### src/sv/ps2m_pkg.sv
// shared types and constants for the ps/2 mouse packet decoder
package ps2m_pkg;

    // configuration register indexes
    localparam logic [1:0] CFG_ENABLE  = 2'd0;
    localparam logic [1:0] CFG_X_LIMIT = 2'd1;
    localparam logic [1:0] CFG_Y_LIMIT = 2'd2;

    localparam int CFG_WIDTH = 13;

    // reset values of the registers and the largest usable limit
    localparam logic [12:0] X_LIMIT_RESET = 13'd80;
    localparam logic [12:0] Y_LIMIT_RESET = 13'd25;
    localparam logic [12:0] LIMIT_MAX     = 13'd4096;

    // byte 0 bit layout
    localparam int SYNC_BIT  = 3;
    localparam int XSIGN_BIT = 4;
    localparam int YSIGN_BIT = 5;
    localparam int XOVF_BIT  = 6;
    localparam int YOVF_BIT  = 7;

    // packet status codes
    localparam logic STATUS_UPDATED = 1'b0;
    localparam logic STATUS_DROPPED = 1'b1;

    localparam int TDATA_OUT_WIDTH = 48;

    typedef struct packed {
        logic              status;
        logic [11:0]       pos_x;
        logic [11:0]       pos_y;
        logic signed [8:0] delta_x;
        logic signed [8:0] delta_y;
        logic [2:0]        buttons;
    } result_t;

endpackage

### src/sv/ps2m_in_reg.sv
// input register stage of the ps/2 mouse packet decoder
module ps2m_in_reg (
    input  logic       clk,
    input  logic       rst_n,
    input  logic       in_valid,
    output logic       in_ready,
    input  logic [7:0] in_byte,
    input  logic       advance,
    output logic       held_valid,
    output logic [7:0] held_byte
);

    logic       valid_reg;
    logic       valid_next;
    logic [7:0] byte_reg;

    assign in_ready   = !valid_reg || advance;
    assign held_valid = valid_reg;
    assign held_byte  = byte_reg;

    always_comb
    begin
        valid_next = valid_reg;
        if (in_ready)
        begin
            valid_next = in_valid;
        end
    end

    always_ff @(posedge clk or negedge rst_n)
    begin
        if (!rst_n)
        begin
            valid_reg <= 1'b0;
        end
        else
        begin
            valid_reg <= valid_next;
        end
    end

    always_ff @(posedge clk)
    begin
        if (in_valid && in_ready)
        begin
            byte_reg <= in_byte;
        end
    end

endmodule

### src/sv/ps2m_core.sv
// packet assembly, cursor update and configuration registers
module ps2m_core (
    input  logic                  clk,
    input  logic                  rst_n,
    input  logic                  cfg_wr_en,
    input  logic [1:0]            cfg_index,
    input  logic [12:0]           cfg_data,
    input  logic                  fire,
    input  logic [7:0]            data_byte,
    output logic                  res_valid,
    output ps2m_pkg::result_t     res
);

    localparam logic [1:0] POS_FIRST  = 2'd0;
    localparam logic [1:0] POS_SECOND = 2'd1;
    localparam logic [1:0] POS_THIRD  = 2'd2;

    logic        enable_reg;
    logic [12:0] x_limit_reg;
    logic [12:0] y_limit_reg;
    logic [1:0]  pos_reg;
    logic [1:0]  pos_next;
    logic [7:0]  held0_reg;
    logic [7:0]  held1_reg;
    logic [11:0] cursor_x_reg;
    logic [11:0] cursor_x_next;
    logic [11:0] cursor_y_reg;
    logic [11:0] cursor_y_next;
    logic [2:0]  buttons_reg;
    logic [2:0]  buttons_next;

    logic              overflow;
    logic signed [8:0] dx;
    logic signed [8:0] dy;
    logic signed [13:0] sum_x;
    logic signed [13:0] sum_y;
    logic [11:0] clamp_x;
    logic [11:0] clamp_y;

    // limit of zero acts as one, anything above 4096 saturates
    function automatic logic [11:0] clamp_axis(input logic signed [13:0] p,
                                               input logic [12:0] limit);
        logic [12:0] lim;
        logic [12:0] top;
        lim = limit;
        if (lim == 13'd0)
        begin
            lim = 13'd1;
        end
        if (lim > ps2m_pkg::LIMIT_MAX)
        begin
            lim = ps2m_pkg::LIMIT_MAX;
        end
        top = lim - 13'd1;
        if (p < 14'sd0)
        begin
            return 12'd0;
        end
        if ($unsigned(p[12:0]) >= lim)
        begin
            return top[11:0];
        end
        return p[11:0];
    endfunction

    assign overflow = held0_reg[ps2m_pkg::XOVF_BIT] || held0_reg[ps2m_pkg::YOVF_BIT];
    assign dx       = {held0_reg[ps2m_pkg::XSIGN_BIT], held1_reg};
    assign dy       = {held0_reg[ps2m_pkg::YSIGN_BIT], data_byte};
    assign sum_x    = $signed({2'b00, cursor_x_reg}) + 14'(dx);
    assign sum_y    = $signed({2'b00, cursor_y_reg}) - 14'(dy);
    assign clamp_x  = clamp_axis(sum_x, x_limit_reg);
    assign clamp_y  = clamp_axis(sum_y, y_limit_reg);

    always_comb
    begin
        pos_next      = pos_reg;
        cursor_x_next = cursor_x_reg;
        cursor_y_next = cursor_y_reg;
        buttons_next  = buttons_reg;
        res_valid     = 1'b0;
        res.status    = ps2m_pkg::STATUS_UPDATED;
        res.pos_x     = cursor_x_reg;
        res.pos_y     = cursor_y_reg;
        res.delta_x   = 9'sd0;
        res.delta_y   = 9'sd0;
        res.buttons   = buttons_reg;
        if (fire && enable_reg)
        begin
            case (pos_reg)
                POS_SECOND:
                begin
                    pos_next = POS_THIRD;
                end
                POS_THIRD:
                begin
                    pos_next  = POS_FIRST;
                    res_valid = 1'b1;
                    if (overflow)
                    begin
                        res.status = ps2m_pkg::STATUS_DROPPED;
                    end
                    else
                    begin
                        cursor_x_next = clamp_x;
                        cursor_y_next = clamp_y;
                        buttons_next  = held0_reg[2:0];
                        res.pos_x     = clamp_x;
                        res.pos_y     = clamp_y;
                        res.delta_x   = dx;
                        res.delta_y   = dy;
                        res.buttons   = held0_reg[2:0];
                    end
                end
                default:
                begin
                    // wait for a first byte with the sync bit set
                    pos_next = data_byte[ps2m_pkg::SYNC_BIT] ? POS_SECOND : POS_FIRST;
                end
            endcase
        end
    end

    always_ff @(posedge clk or negedge rst_n)
    begin
        if (!rst_n)
        begin
            enable_reg   <= 1'b0;
            x_limit_reg  <= ps2m_pkg::X_LIMIT_RESET;
            y_limit_reg  <= ps2m_pkg::Y_LIMIT_RESET;
            pos_reg      <= POS_FIRST;
            cursor_x_reg <= 12'd0;
            cursor_y_reg <= 12'd0;
            buttons_reg  <= 3'd0;
        end
        else
        begin
            if (cfg_wr_en)
            begin
                case (cfg_index)
                    ps2m_pkg::CFG_ENABLE:  enable_reg  <= cfg_data[0];
                    ps2m_pkg::CFG_X_LIMIT: x_limit_reg <= cfg_data;
                    ps2m_pkg::CFG_Y_LIMIT: y_limit_reg <= cfg_data;
                    default:               ;
                endcase
            end
            pos_reg      <= pos_next;
            cursor_x_reg <= cursor_x_next;
            cursor_y_reg <= cursor_y_next;
            buttons_reg  <= buttons_next;
        end
    end

    always_ff @(posedge clk)
    begin
        if (fire && enable_reg)
        begin
            if (pos_reg == POS_SECOND)
            begin
                held1_reg <= data_byte;
            end
            else if (pos_reg != POS_THIRD && data_byte[ps2m_pkg::SYNC_BIT])
            begin
                held0_reg <= data_byte;
            end
        end
    end

endmodule

### src/sv/ps2m_out_reg.sv
// result register on the master side
module ps2m_out_reg (
    input  logic              clk,
    input  logic              rst_n,
    input  logic              load,
    input  ps2m_pkg::result_t res,
    output logic              out_valid,
    input  logic              out_ready,
    output logic              free,
    output logic [ps2m_pkg::TDATA_OUT_WIDTH-1:0] out_data
);

    logic              valid_reg;
    logic              valid_next;
    ps2m_pkg::result_t res_reg;

    // slot can take a new result when empty or draining this cycle
    assign free      = !valid_reg || out_ready;
    assign out_valid = valid_reg;
    assign out_data  = {2'b00, res_reg.buttons, res_reg.delta_y, res_reg.delta_x,
                        res_reg.pos_y, res_reg.pos_x, res_reg.status};

    always_comb
    begin
        valid_next = valid_reg;
        if (load)
        begin
            valid_next = 1'b1;
        end
        else if (out_ready)
        begin
            valid_next = 1'b0;
        end
    end

    always_ff @(posedge clk or negedge rst_n)
    begin
        if (!rst_n)
        begin
            valid_reg <= 1'b0;
        end
        else
        begin
            valid_reg <= valid_next;
        end
    end

    always_ff @(posedge clk)
    begin
        if (load)
        begin
            res_reg <= res;
        end
    end

endmodule

### src/sv/ps2_mouse_packet_decoder.sv
// ps/2 mouse three-byte packet decoder, top level
// Raw mouse bytes arrive on the slave stream (s_tdata[7:0]), one byte per
// transaction. Three bytes form a packet; the first must have bit 3 set.
// Each complete packet gives one transaction on the master stream with
// status, cursor position, signed deltas and buttons. Overflow packets come
// out with status 1, the cursor unchanged and zero deltas.
// Path: the byte goes into an input register and is decoded from there
// straight into the result register once that register is free, which
// raises m_tvalid.
// Throughput: one byte per cycle while the result register is free or
// draining; the add and clamp on the cursor registers are combinational.
// Configuration: cfg_wr_en with cfg_index 0 enable, 1 x limit, 2 y limit.
// Reset clears the cursor and buttons, disables the block and loads limits
// of 80 and 25. When m_tready is low with a result waiting, the input
// register takes one more byte and holds it, and s_tready stays low until
// the waiting result is taken.
module ps2_mouse_packet_decoder (
    input  logic        clk,
    input  logic        rst_n,
    input  logic        cfg_wr_en,
    input  logic [1:0]  cfg_index,
    input  logic [12:0] cfg_data,
    input  logic        s_tvalid,
    output logic        s_tready,
    input  logic [7:0]  s_tdata,  // [7:0] data_byte
    output logic        m_tvalid,
    input  logic        m_tready,
    // [0] status, [12:1] pos_x, [24:13] pos_y, [33:25] delta_x,
    // [42:34] delta_y, [45:43] buttons, [47:46] zero
    output logic [47:0] m_tdata
);

    logic              held_valid;
    logic [7:0]        held_byte;
    logic              advance;
    logic              out_free;
    logic              res_valid;
    ps2m_pkg::result_t res;

    assign advance = held_valid && out_free;

    ps2m_in_reg u_in_reg (
        .clk        (clk),
        .rst_n      (rst_n),
        .in_valid   (s_tvalid),
        .in_ready   (s_tready),
        .in_byte    (s_tdata),
        .advance    (advance),
        .held_valid (held_valid),
        .held_byte  (held_byte)
    );

    ps2m_core u_core (
        .clk        (clk),
        .rst_n      (rst_n),
        .cfg_wr_en  (cfg_wr_en),
        .cfg_index  (cfg_index),
        .cfg_data   (cfg_data),
        .fire       (advance),
        .data_byte  (held_byte),
        .res_valid  (res_valid),
        .res        (res)
    );

    ps2m_out_reg u_out_reg (
        .clk        (clk),
        .rst_n      (rst_n),
        .load       (res_valid),
        .res        (res),
        .out_valid  (m_tvalid),
        .out_ready  (m_tready),
        .free       (out_free),
        .out_data   (m_tdata)
    );

endmodule

### config.mk
export PLATFORM = sky130hd
export DESIGN_NAME = ps2_mouse_packet_decoder
export DESIGN_NICKNAME = d
export VERILOG_FILES = /design/src/sv/ps2m_pkg.sv /design/src/sv/ps2m_in_reg.sv /design/src/sv/ps2m_core.sv /design/src/sv/ps2m_out_reg.sv /design/src/sv/ps2_mouse_packet_decoder.sv
export SDC_FILE = /design/constraint.sdc
export NUM_CORES = 1
export LEC_CHECK = 0
export BUFFER_PORTS_ARGS = -buffer_cell sky130_fd_sc_hd__buf_2
export CAP_MARGIN = 20
export CORE_MARGIN = 1.5
export CORE_UTILIZATION = 50
export CTS_BUF_LIST = sky130_fd_sc_hd__clkbuf_8
export CTS_CLUSTER_DIAMETER = 150
export DETAILED_ROUTE_END_ITERATION = 8
export HOLD_SLACK_MARGIN = 0.06
export PLACE_DENSITY = 0.81
export SLEW_MARGIN = 20
export SYNTH_ARGS = -nofsm -noshare
export SYNTH_HDL_FRONTEND = slang
export SYNTH_HIERARCHICAL = 1
export SYNTH_SLANG_ARGS = --single-unit
### constraint.sdc
create_clock -name clk -period 4.6 [get_ports clk]
set_input_delay 0 -clock clk [delete_from_list [all_inputs] [get_ports clk]]
set_output_delay 0 -clock clk [all_outputs]
set_load 0.02 [all_outputs]
==> implementation parameters <==
Parameter                              Value

STA
  Final-report hold violation count    0
  Setup repair after global routing missed its margin    no
  Setup slack of the critical path after layout    approximately 300 ps
  Period Utilization, post-route    between 90% and 100%
  Finish-stage setup viols    0
  Setup TNS    0 ps
  Slew of the pin with the lowest slew margin    776 ps
  Fin. max-slew vios    0
  Post-route minimum period    4300 ps
  Normalized max-slew margin    between 40% and 50%
  Maximum operating frequency    233 MHz
  Post-Route Skew    9.76 ps

Detailed routing
  Routed len/inst    17.0 um
  DRT Wirelength    16.7 mm
  Post-route antenna net violation count    0
  Drt pass-1 iters    7
  Initial drt markers    384
  DR vias/cell    ~5.9
  DR DRC count    0
  Overall via count from detail_route    5748

Critical path
  Buf/Inv on CP    1
  Cell with the biggest individual delay on the critical path    sky130_fd_sc_hd__a2111oi_1
  Delay of the slowest cell on the worst path    approximately 520 ps
  Required time at the endpoint of the critical path    4780 ps
  Class of the most critical setup path    reg -> reg
  Reg-to-reg critical path endpoint    u_out_reg/out_data[12]
  Register-to-register setup slack    slightly above 300 ps
  Worst Setup SP    u_core/held1_reg[1]
  Cell-by-cell trace of the critical path    ha_1 > a211oi_1 > o21bai_2 > a2111oi_2 > o31ai_1 > o311ai_2 > xnor2_1 > inv_1 > ha_1 > nand4_1 > o31ai_2 > a21oi_2 > a2111oi_1 > a221oi_1
  Sort of element at the end of the critical path    register
  Worst path top cell family by delay    compound AO/OA/AOI/OAI gates
  Number of cells on the critical path    14
  Highest net fanout along the worst path    12
  Origin of the critical flop-to-flop path    u_core/held1_reg[1]
  Number of cells on the worst reg-to-reg path    14
  Worst Setup EP    u_out_reg/out_data[12]
  Startpoint type of the worst setup path    register
  Arrival time worst endpoint    4480 ps
  Most prevalent standard cell on the critical path    sky130_fd_sc_hd__ha_1

Die
  Chip Height    between 100 and 150 um
  Core region area    0.0140 sq mm
  Die area    around 0.015 sq mm
  Ports placed on the boundary    78
  Initial Util    51.9%
  Number of rows created at floorplan    43
  Overall die width    around 120 um

Layout
  Share of post-route cells with drive strength above 1    a little over a fifth
  Register cell area after layout    0.00353 sq mm
  Multi-input gate area    roughly 0.0036 sq mm
  Filler Cell Count    around 1100
  Final standard cell utilization of the core    61.0%
  Max FFs per register    46
  Layout area overhead    17.5%
  Final net count    873
  Number of antenna cells inserted    0

Global routing
  Number of antenna violations at the first check in global routing    1
  Total global-route track usage    23.8%
  Number of global-route vias before repair    roughly 5500
  Remaining Overflow, GRT    0
  Global-route wire length before repair    between 20 and 30 mm
  Pin count of the biggest net entering global routing    59

Placement
  Placer Congestion    0.865
  Worst slack at placement    between 200 and 300 ps
  Count of buffers inserted at the top-level ports    75
  Post-DP HPWL    12.0 mm

Run
  Max-Cap Viols    0

Pwr
  Switching Fraction    39.3%
  Leakage power total    between 0.003 and 0.004 uW
  Switching component of the power    1820 uW
  Combinational cell fraction of total power    44.6%
  PwrDens    between 500 and 600 mW/mm^2
  Worst vdd ir    0.340 mV
  Seq pwr share    34.0%
  Clock share of power    21.4%
  Internal Pwr Total    2810 uW

Clocking
  Buffer type at the clock tree root    sky130_fd_sc_hd__clkbuf_8
  Number of buffers added by the clock tree synthesis step    17
  Buffer levels on the longest clock path    2
  Clock tree from TritonCTS    yes
  Number of H-tree levels    4
  Clock slew at reported path FFs    70 ps
  Count of clock tree sinks    ~130
  Clock latency on the worst-skew pair    between 400 and 500 ps

Synthesis
  Portion of synthesized cell area occupied by the leading cell type    28.4%
  Part of the Yosys area used for sequential elements    48.4%
  Syn Std Cell Area    0.00729 sq mm
  Most frequent cells after synthesis    sky130_fd_sc_hd__edfxtp_1 (69), sky130_fd_sc_hd__nand2_1 (67), sky130_fd_sc_hd__ha_1 (56)
  Post-Synthesis Mean Instance Area    10.8 sq um
  Area leader, netlist    sky130_fd_sc_hd__edfxtp_1
  Cell with the most instances after synthesis    sky130_fd_sc_hd__edfxtp_1
  Asr flop ratio synth    between 40% and 50%
  Number of distinct library cells after synthesis    67
  Synth area leaders    sky130_fd_sc_hd__edfxtp_1 (28%), sky130_fd_sc_hd__dfrtp_1 (18%), sky130_fd_sc_hd__ha_1 (9.6%)
  Primary flip-flop cell chosen by synthesis mapping    sky130_fd_sc_hd__edfxtp_1
  Yosys warns    6
  Number of cells produced by synthesis    675
  Count of state elements after synthesis    around 130
  Post-synth EDFFs    69

Status
  Result of the run    finished clean

Worst hold path
  Worst hold path type    in -> async
-- per-layer routing --
layer | GRT usage (%) | part of all wire [%]
met2 | 37.7 | 47
met4 | 11.1 | 3.1
met5 | 0 | 0.078
met3 | 5.59 | 6.3
met1 | 31.1 | 43
-- per-stage QoR --
stage | cell area, sq um | cells | hold WS (ps) | power (uW)
after floorplan | 7290 | 676 | -296 | 3070
after global placement | 7860 | 919 | 178 | 3500
after detailed placement | 7860 | 919 | 183 | 3550
after CTS | 8520 | 977 | 225 | 4570
after global routing | 8560 | 980 | 245 | 4980
final | 8560 | 980 | 232 | 4630
-- area by class of cell --
type | count | area share [%]
timing repair buffer | 113 | 8.47
inverter | 31 | 1.36
clock inverter | 15 | 2.00
tap | 180 | 2.63
clock buffer | 17 | 2.73
multi-input combinational | 497 | 41.6
sequential | 127 | 41.2
-- power groups by stage --
stage,sequential [uW],clock [uW],combinational (uW)
finish,1570,991,2060
global route,1600,1050,2320
CTS,1570,1010,1990
detailed placement,1590,0,1950
global placement,1590,0,1910
floorplan,1590,0,1480
-- layout by cell type (no fill, tap or decap), types with 12 or more instances in the layout --
cell type	netlist	routed
sky130_fd_sc_hd__nor3_1	27	27
sky130_fd_sc_hd__o21ai_0	41	41
sky130_fd_sc_hd__xor2_1	14	14
sky130_fd_sc_hd__nand2_1	67	67
sky130_fd_sc_hd__clkbuf_8	0	17
sky130_fd_sc_hd__nor2_1	38	38
sky130_fd_sc_hd__and3_1	16	16
sky130_fd_sc_hd__buf_2	1	75
sky130_fd_sc_hd__xnor2_1	16	16
sky130_fd_sc_hd__inv_1	31	33
sky130_fd_sc_hd__buf_4	2	12
sky130_fd_sc_hd__dlygate4sd3_1	0	26
sky130_fd_sc_hd__a21oi_1	31	30
sky130_fd_sc_hd__edfxtp_1	69	69
sky130_fd_sc_hd__mux2_2	28	28
sky130_fd_sc_hd__o31ai_1	29	28
sky130_fd_sc_hd__dfrtp_1	53	53
sky130_fd_sc_hd__ha_1	56	56
-- repair_timing --
| item | in CTS | in global routing |
|---|---|---|
| hold buffers | 26 | 0 |
| endpoints found under the setup margin | 0 | 31 |
| setup buffers | 0 | 3 |
| endpoints found under the hold margin | 98 | 0 |
| gates resized for setup | 0 | 3 |
-- how the worst min path moves through the flow --
stage | startpoint | end | depth (start not counted)
after floorplan | rst_n | u_core/buttons_reg[0] | 0
after global placement | s_tdata[1] | u_in_reg/held_byte[1] | 1
after detailed placement | s_tdata[1] | u_in_reg/held_byte[1] | 1
after CTS | s_tdata[6] | u_in_reg/held_byte[6] | 2
after global routing | s_tdata[7] | u_in_reg/held_byte[7] | 2
final | rst_n | u_core/x_limit_reg[10] | 3
-- worst register-to-register path: cells and delay by family, from the launching register on --
kind	cells	cell delay [ps]
fa+ha+maj	2	660
buf+inv	1	80
compound gates	9	2520
simple gates	1	140
flops	1	400
xor+xnor	1	220
-- cell families after synthesis --
kind of cell	after synthesis	share of synthesized area, %
XOR/XNOR	30	3.60
other	1	0.0514
AND/OR/NAND/NOR	202	13.6
flip-flops	127	48.4
buffers and inverters	52	3.02
multiplexers	40	6.02
AO/OA/AOI/OAI	165	15.1
adder cells (fa/ha/maj)	58	10.2
Note: power is estimated with default switching activity, not from simulation.
